File: config.mk
export PLATFORM = sky130hd
export DESIGN_NAME = c8x_alu
export DESIGN_NICKNAME = d
export VERILOG_FILES = /design/src/rtl/c8x_pkg.sv /design/src/rtl/c8x_alu.sv
export SDC_FILE = /design/constraint.sdc
export NUM_CORES = 1
export LEC_CHECK = 0
export BUFFER_PORTS_ARGS = -buffer_cell sky130_fd_sc_hd__buf_2
export CAP_MARGIN = 30
export CORE_MARGIN = 5
export CORE_UTILIZATION = 60
export DETAILED_ROUTE_END_ITERATION = 8
export PLACE_DENSITY_LB_ADDON = 0.2
export SLEW_MARGIN = 25
export SYNTH_ARGS = -nofsm -noshare
export SYNTH_HDL_FRONTEND = slang
export SYNTH_SLANG_ARGS = --single-unit
File: constraint.sdc
create_clock -name vclk -period 2.59
set_input_delay 0.259 -clock vclk [all_inputs]
set_output_delay 0.259 -clock vclk [all_outputs]
set_load 0.005 [all_outputs]
File: src/rtl/c8x_pkg.sv
// Shared types and constants for the CHIP-8 instruction executor.
package c8x_pkg;

  localparam int AddrW = 12;
  localparam int SpW = 5;
  localparam int StackDepth = 16;

  localparam logic [1:0] CMD_STEP  = 2'd0;
  localparam logic [1:0] CMD_WRITE = 2'd1;
  localparam logic [1:0] CMD_READ  = 2'd2;
  localparam logic [1:0] CMD_REG   = 2'd3;

  localparam logic [1:0] ST_OK          = 2'd0;
  localparam logic [1:0] ST_OVERFLOW    = 2'd1;
  localparam logic [1:0] ST_UNDERFLOW   = 2'd2;
  localparam logic [1:0] ST_UNSUPPORTED = 2'd3;

  localparam logic [AddrW-1:0] START_RESET = 12'h200;

  // ALU operation codes for the shared arithmetic unit
  typedef enum logic [3:0] {
    ALU_MOV, ALU_OR, ALU_AND, ALU_XOR, ALU_ADD, ALU_SUB, ALU_SHR, ALU_SUBN,
    ALU_SHL, ALU_EQ
  } alu_op_t;

  typedef struct packed {
    logic [7:0] res;
    logic       flag;
    logic       eq;
  } alu_out_t;

endpackage

File: src/rtl/c8x_alu.sv
// Shared 8-bit arithmetic, logic, shift and compare unit.
module c8x_alu (
  input  c8x_pkg::alu_op_t  op,
  input  logic [7:0]        a,
  input  logic [7:0]        b,
  output c8x_pkg::alu_out_t q
);
  import c8x_pkg::*;

  logic [8:0] sum;
  logic [8:0] dab;
  logic [8:0] dba;

  assign sum = {1'b0, a} + {1'b0, b};
  assign dab = {1'b0, a} - {1'b0, b};
  assign dba = {1'b0, b} - {1'b0, a};

  // Pick the result and flag for the requested operation
  always_comb begin
    q.eq = (a == b);
    q.res = b;
    q.flag = 1'b0;
    unique case (op)
      ALU_MOV:  q.res = b;
      ALU_OR:   q.res = a | b;
      ALU_AND:  q.res = a & b;
      ALU_XOR:  q.res = a ^ b;
      ALU_ADD: begin q.res = sum[7:0]; q.flag = sum[8]; end
      ALU_SUB: begin q.res = dab[7:0]; q.flag = ~dab[8]; end
      ALU_SHR: begin q.res = {1'b0, a[7:1]}; q.flag = a[0]; end
      ALU_SUBN: begin q.res = dba[7:0]; q.flag = ~dba[8]; end
      ALU_SHL: begin q.res = {a[6:0], 1'b0}; q.flag = a[7]; end
      ALU_EQ:   q.res = b;
      default:  q.res = b;
    endcase
  end
endmodule

==> results of run 1 <==
[cells in the final DEF, fill, tap and decap left out, types with 6 or more instances in the layout]
cell,n
a21oi_1,16
a221oi_1,6
a22oi_1,7
a31oi_1,6
buf_2,30
buf_4,15
ha_1,33
inv_1,25
nand2_1,16
nand3_1,6
nor2_1,19
nor3_1,13
o21ai_0,13
o31ai_1,6
xnor2_1,8
[final cells by class]
class,count,share of cell area (%)
Inverter,26,4.94
Multi-Input combinational cell,220,80.4
Tap cell,33,1.99
Timing Repair Buffer,45,12.7
[path summary, 6_finish.rpt]
path	startpoint	to	slack, ps	cells after the start
setup / recovery	a[2]	q[9]	70	10
hold / removal	b[0]	q[2]	840	3
[per-stage QoR]
step	TNS, ps	util [%]	std cells	cell area, µm²	setup slack (ps)
detailed placement	0	68.5	324	2060	64.5
global route	-42.8	69.2	324	2080	-42.8
global placement	0	68.5	324	2060	131
CTS	0	68.5	324	2060	65.8
floorplan	0	-	262	1840	489
finish	0	69.2	324	2080	68.1
[kinds of logic after synthesis]
kind of cell | count (synthesis) | synth area share (%)
XOR/XNOR | 8 | 3.82
adder cells (fa/ha/maj) | 37 | 26.4
buffers and inverters | 42 | 10.0
multiplexers | 5 | 3.41
AND/OR/NAND/NOR | 79 | 21.7
AO/OA/AOI/OAI | 91 | 34.6
[power by group]
group / internal [mW] / total, mW / leakage, nW / switching [mW]
clock network: 0 / 0 / 0 / 0
logic: 0.182 / 0.433 / 0.955 / 0.251
registers: 0 / 0 / 0 / 0
total: 0.182 / 0.433 / 0.955 / 0.251
[metal layers]
layer | vias to the layer above | part of all wire, %
li1 | 1021 | -
met1 | 947 | 44
met4 | 0 | 3.4
met2 | 145 | 41
met5 | - | 0
met3 | 31 | 12
[cells in the mapped netlist, types with 2 or more instances]
cell       number
o2111ai_1       2
xnor2_1         8
ha_1           34
a211oi_1        4
a22o_1          2
nor2_1         19
nand2b_1        4
a21oi_1        17
nor3b_1         3
nand4_1         2
inv_1          25
o22ai_1         3
o21bai_1        2
o221ai_1        3
a221oi_1        6
mux2i_1         4
a22oi_1         7
a31oi_1         7
nor3_1         13
nor2b_1         4
o211ai_1        2
o32a_1          3
nand2_1        16
o21a_1          2
o21ai_0        13
fa_1            3
and3_1          2
clkbuf_1        6
o22a_1          2
o21ba_2         3
buf_2           8
o31ai_1         6
nand3_1         6
==> results.md, run 1 <==
- Avg WL per Cell: 18.6 µm
- Synth top area share: 23.2%
- Drt pass-1 iters: 6
- GRT Residual Overflow: 0
- Vias in the first global route: 1949
- Ports: 30
- Most Frequent Cell on Critical Path: buf_2
- Full die area: 4270 µm²
- Yosys top cell by area: ha_1
- Starting density of the core: 61.1%
- Type of the worst setup path: in2out
- Initial DRC count: 299
- Most Used Layer, Global Route: met2
- CP endpoint kind: primary output
- Final hold vios: 0
- Area delta synth->final: 13.2%
- Status: finished, final reports clean
- Synth top area cells: ha_1 23%, inv_1 5.1%, a21oi_1 4.6%
- Routing usage on met3: 4.79%
- Pwr Total: 0.433 mW
- Final Critical Period: 2520 ps
- CP cell instances: buf_2 > inv_1 > ha_2 > nor2b_1 > a211oi_2 > or3_1 > a31oi_2 > mux2i_1 > a31oi_1 > buf_2
- Element type at the critical path start: input pin
- Leakage power: 0.955 nW
- Netlist cell types: 54
- Initial antenna violation count: 0
- IO buf count: 30
- Slew Limit Fails: 0
- First-pass GRT wire length: 9780 µm
- CP peak stage delay: 400 ps
- Die height: 65.3 µm
- Die width: 65.3 µm
- Largest net degree at the start of global routing: 26
- # Max-Cap Violations: 0
- Hold crit path type: in2out
- Remaining antenna violation count: 0
- CTS resizes: 0
- Sequential-to-total area share from yosys stat: 0%
- Yosys warning total: 0
- Worst-margin pin slew: 655 ps
- CP Max Fanout: 8
- Final period utilization: 97.4%
- Worst Path Buf+Inv: 3
- Clkbuf count: 0
- DP HPWL: 4640 µm
- CP required: 2330 ps
- Fillers: 270
- Setup Fix Bufs, Post-CTS: 0
- CP Data Arrival Time: 2260 ps
- Via count: 2144
- Diodes inserted: 0
- Avg Cell Area, Syn: 7.01 µm²
- # rows: 20
- Final wirelength: 6030 µm
- Routability Congestion: 1.04
- Core Region: 3000 µm²
- Worst slew margin: 56.3%
- Endpoints failing setup: 0
- Peak Freq: 0.397 GHz
- CP max stage cell: ha_2
- Crit-path leading delay family: simple AND/OR/NAND/NOR gates
- Met2 global-route usage: 45.3%
- Mapped Area: 1840 µm²
- DRC Markers: 0
- Layout cell share with drive strength beyond 1: 19.9%
- Met1 Track Usage GR: 41.9%
- Cts hold-fix bufs: 0
- Worst ir drop on vdd: 0.113 mV
- Power per Cell Area: 209 nW/µm²
- Final hold slack: 842 ps
- Final net count: 350
- Vias per cell: 6.62
- Total GRT Usage: 28.9%
- Synthesized instance count: 262
- Area of the multi-input gates: 1670 µm²
- Register area: 0 µm²
- Syn_nets: 319
- Seq_cells: 0
Power figures use the tool's default switching activity.
==> run 2, diff against run 1 <==
==> constraint.sdc (replaced) <==
create_clock -name vclk -period 2.57
set_input_delay 0.257 -clock vclk [all_inputs]
set_output_delay 0.257 -clock vclk [all_outputs]
set_load 0.005 [all_outputs]
==> run 2 against run 1 <==
Routed wire length increased by 0.48%; first-iteration DRC count fell by 45%; cell count unchanged; hold slack improved by 4.2 ps; flip-flop and latch count stayed put; via count is essentially flat; global-route usage fell by 1.1 points; non-clock buffer count unchanged; combinational power hardly changed; highest routed layer unchanged.
==> results.md, run 2 (synthesis gave the netlist of run 1 again) <==
- Initial DRC count: 164
- DP HPWL: 4700 µm
- Slew Limit Fails: 0
- Commonest non-fill, non-tap cell in the layout: ha_1
- Worst ir drop on vdd: 0.120 mV
- IO buf count: 30
- Remaining antenna violation count: 0
- Vias per cell: 6.61
- Fillers: 301
- Diodes inserted: 0
- Crit-path leading delay family: simple AND/OR/NAND/NOR gates
- Highest-count cells in the layout ignoring fill and taps: 34 x ha_1, 30 x buf_2, 25 x inv_1, 19 x nor2_1, 17 x a21oi_1
- Hold crit path type: in2out
- Total GRT Usage: 27.8%
- GRT Residual Overflow: 0
- Vias in the first global route: 1982
- Power per Cell Area: 210 nW/µm²
- Final hold slack: 846 ps
- Worst Path Buf+Inv: 3
- Final net count: 350
- Worst-margin pin slew: 573 ps
- CP startpoint: a[2]
- Final core utilization: 68.9%
- # rows: 20
- Via count: 2142
- Status: finished, final reports clean
- Starting density of the core: 61.1%
- Die width: 65.3 µm
- Routability Congestion: 1.03
- Final hold vios: 0
- # placed instances: 324
- Cts hold-fix bufs: 0
- # Max-Cap Violations: 0
- DRC Markers: 0
- Clkbuf count: 0
- CP endpoint kind: primary output
- Leakage power: 0.957 nW
- Drt pass-1 iters: 5
- Layout cell share with drive strength beyond 1: 19.2%
- Worst slew margin: 61.7%
- Largest net degree at the start of global routing: 20
- CP required: 2310 ps
- Non-Filler Instances: 324
- CP peak stage delay: 390 ps
- Final Critical Period: 2500 ps
- Peak Freq: 0.401 GHz
- CP Max Fanout: 7
- Element type at the critical path start: input pin
- Type of the worst setup path: in2out
- Initial antenna violation count: 0
- Full die area: 4270 µm²
- First-pass GRT wire length: 9440 µm
- Pwr Total: 0.435 mW
- Die height: 65.3 µm
- Avg WL per Cell: 18.7 µm
- Endpoints failing setup: 0
- Register area: 0 µm²
- Ports: 30
- Hold_sp: b[0]
- Area delta synth->final: 12.7%
- Seq_cells: 0
- CP max stage cell: ha_1
- Final wirelength: 6060 µm
- CP cell instances: buf_2 > inv_1 > ha_1 > nor2b_1 > a211oi_2 > or3_1 > a31oi_1 > mux2i_1 > a31oi_1 > buf_2
- Core Region: 3000 µm²
- Final period utilization: 97.1%
- CP Data Arrival Time: 2240 ps
run 2: cell counts in the layout (fill, tap and decap cells not counted):
No cell type changed its count.
run 2: metal layers:
metal	global-route usage (%)	part of all wire [%]	vias up
met2	46.8	45	138
li1	-	-	1027
met4	2.85	1.3	0
met3	5.13	12	10
met5	0	0	-
met1	38.0	42	967
run 2: final cells by class:
class	instances	area [µm²]	share of cell area (%)
tap	33	41.3	2.00
timing repair buffer	45	263	12.7
inverter	26	103	4.96
multi-input combinational	220	1660	80.4
run 2: repair_timing:
item,4_1_cts,5_1_grt
setup buffers,0,0
gates resized for setup,0,3
endpoints found under the setup margin,0,2
run 2: power breakdown:
group,switching (mW),internal (mW),total [mW]
sequential,0,0,0
combinational,0.251,0.184,0.435
clock,0,0,0
total,0.251,0.184,0.435
run 2: stage by stage:
stage	setup TNS [ps]	cell area, µm²	setup slack (ps)
floorplan	0	1840	473
global placement	0	2060	52.7
detailed placement	0	2060	67.5
CTS	0	2060	52.2
global route	-14.6	2070	-14.6
finish	0	2070	73.7
run 2: final timing paths:
path	endpoint	slack, ps	cells past startpoint
hold / removal	q[2]	850	3
setup / recovery	q[9]	70	10
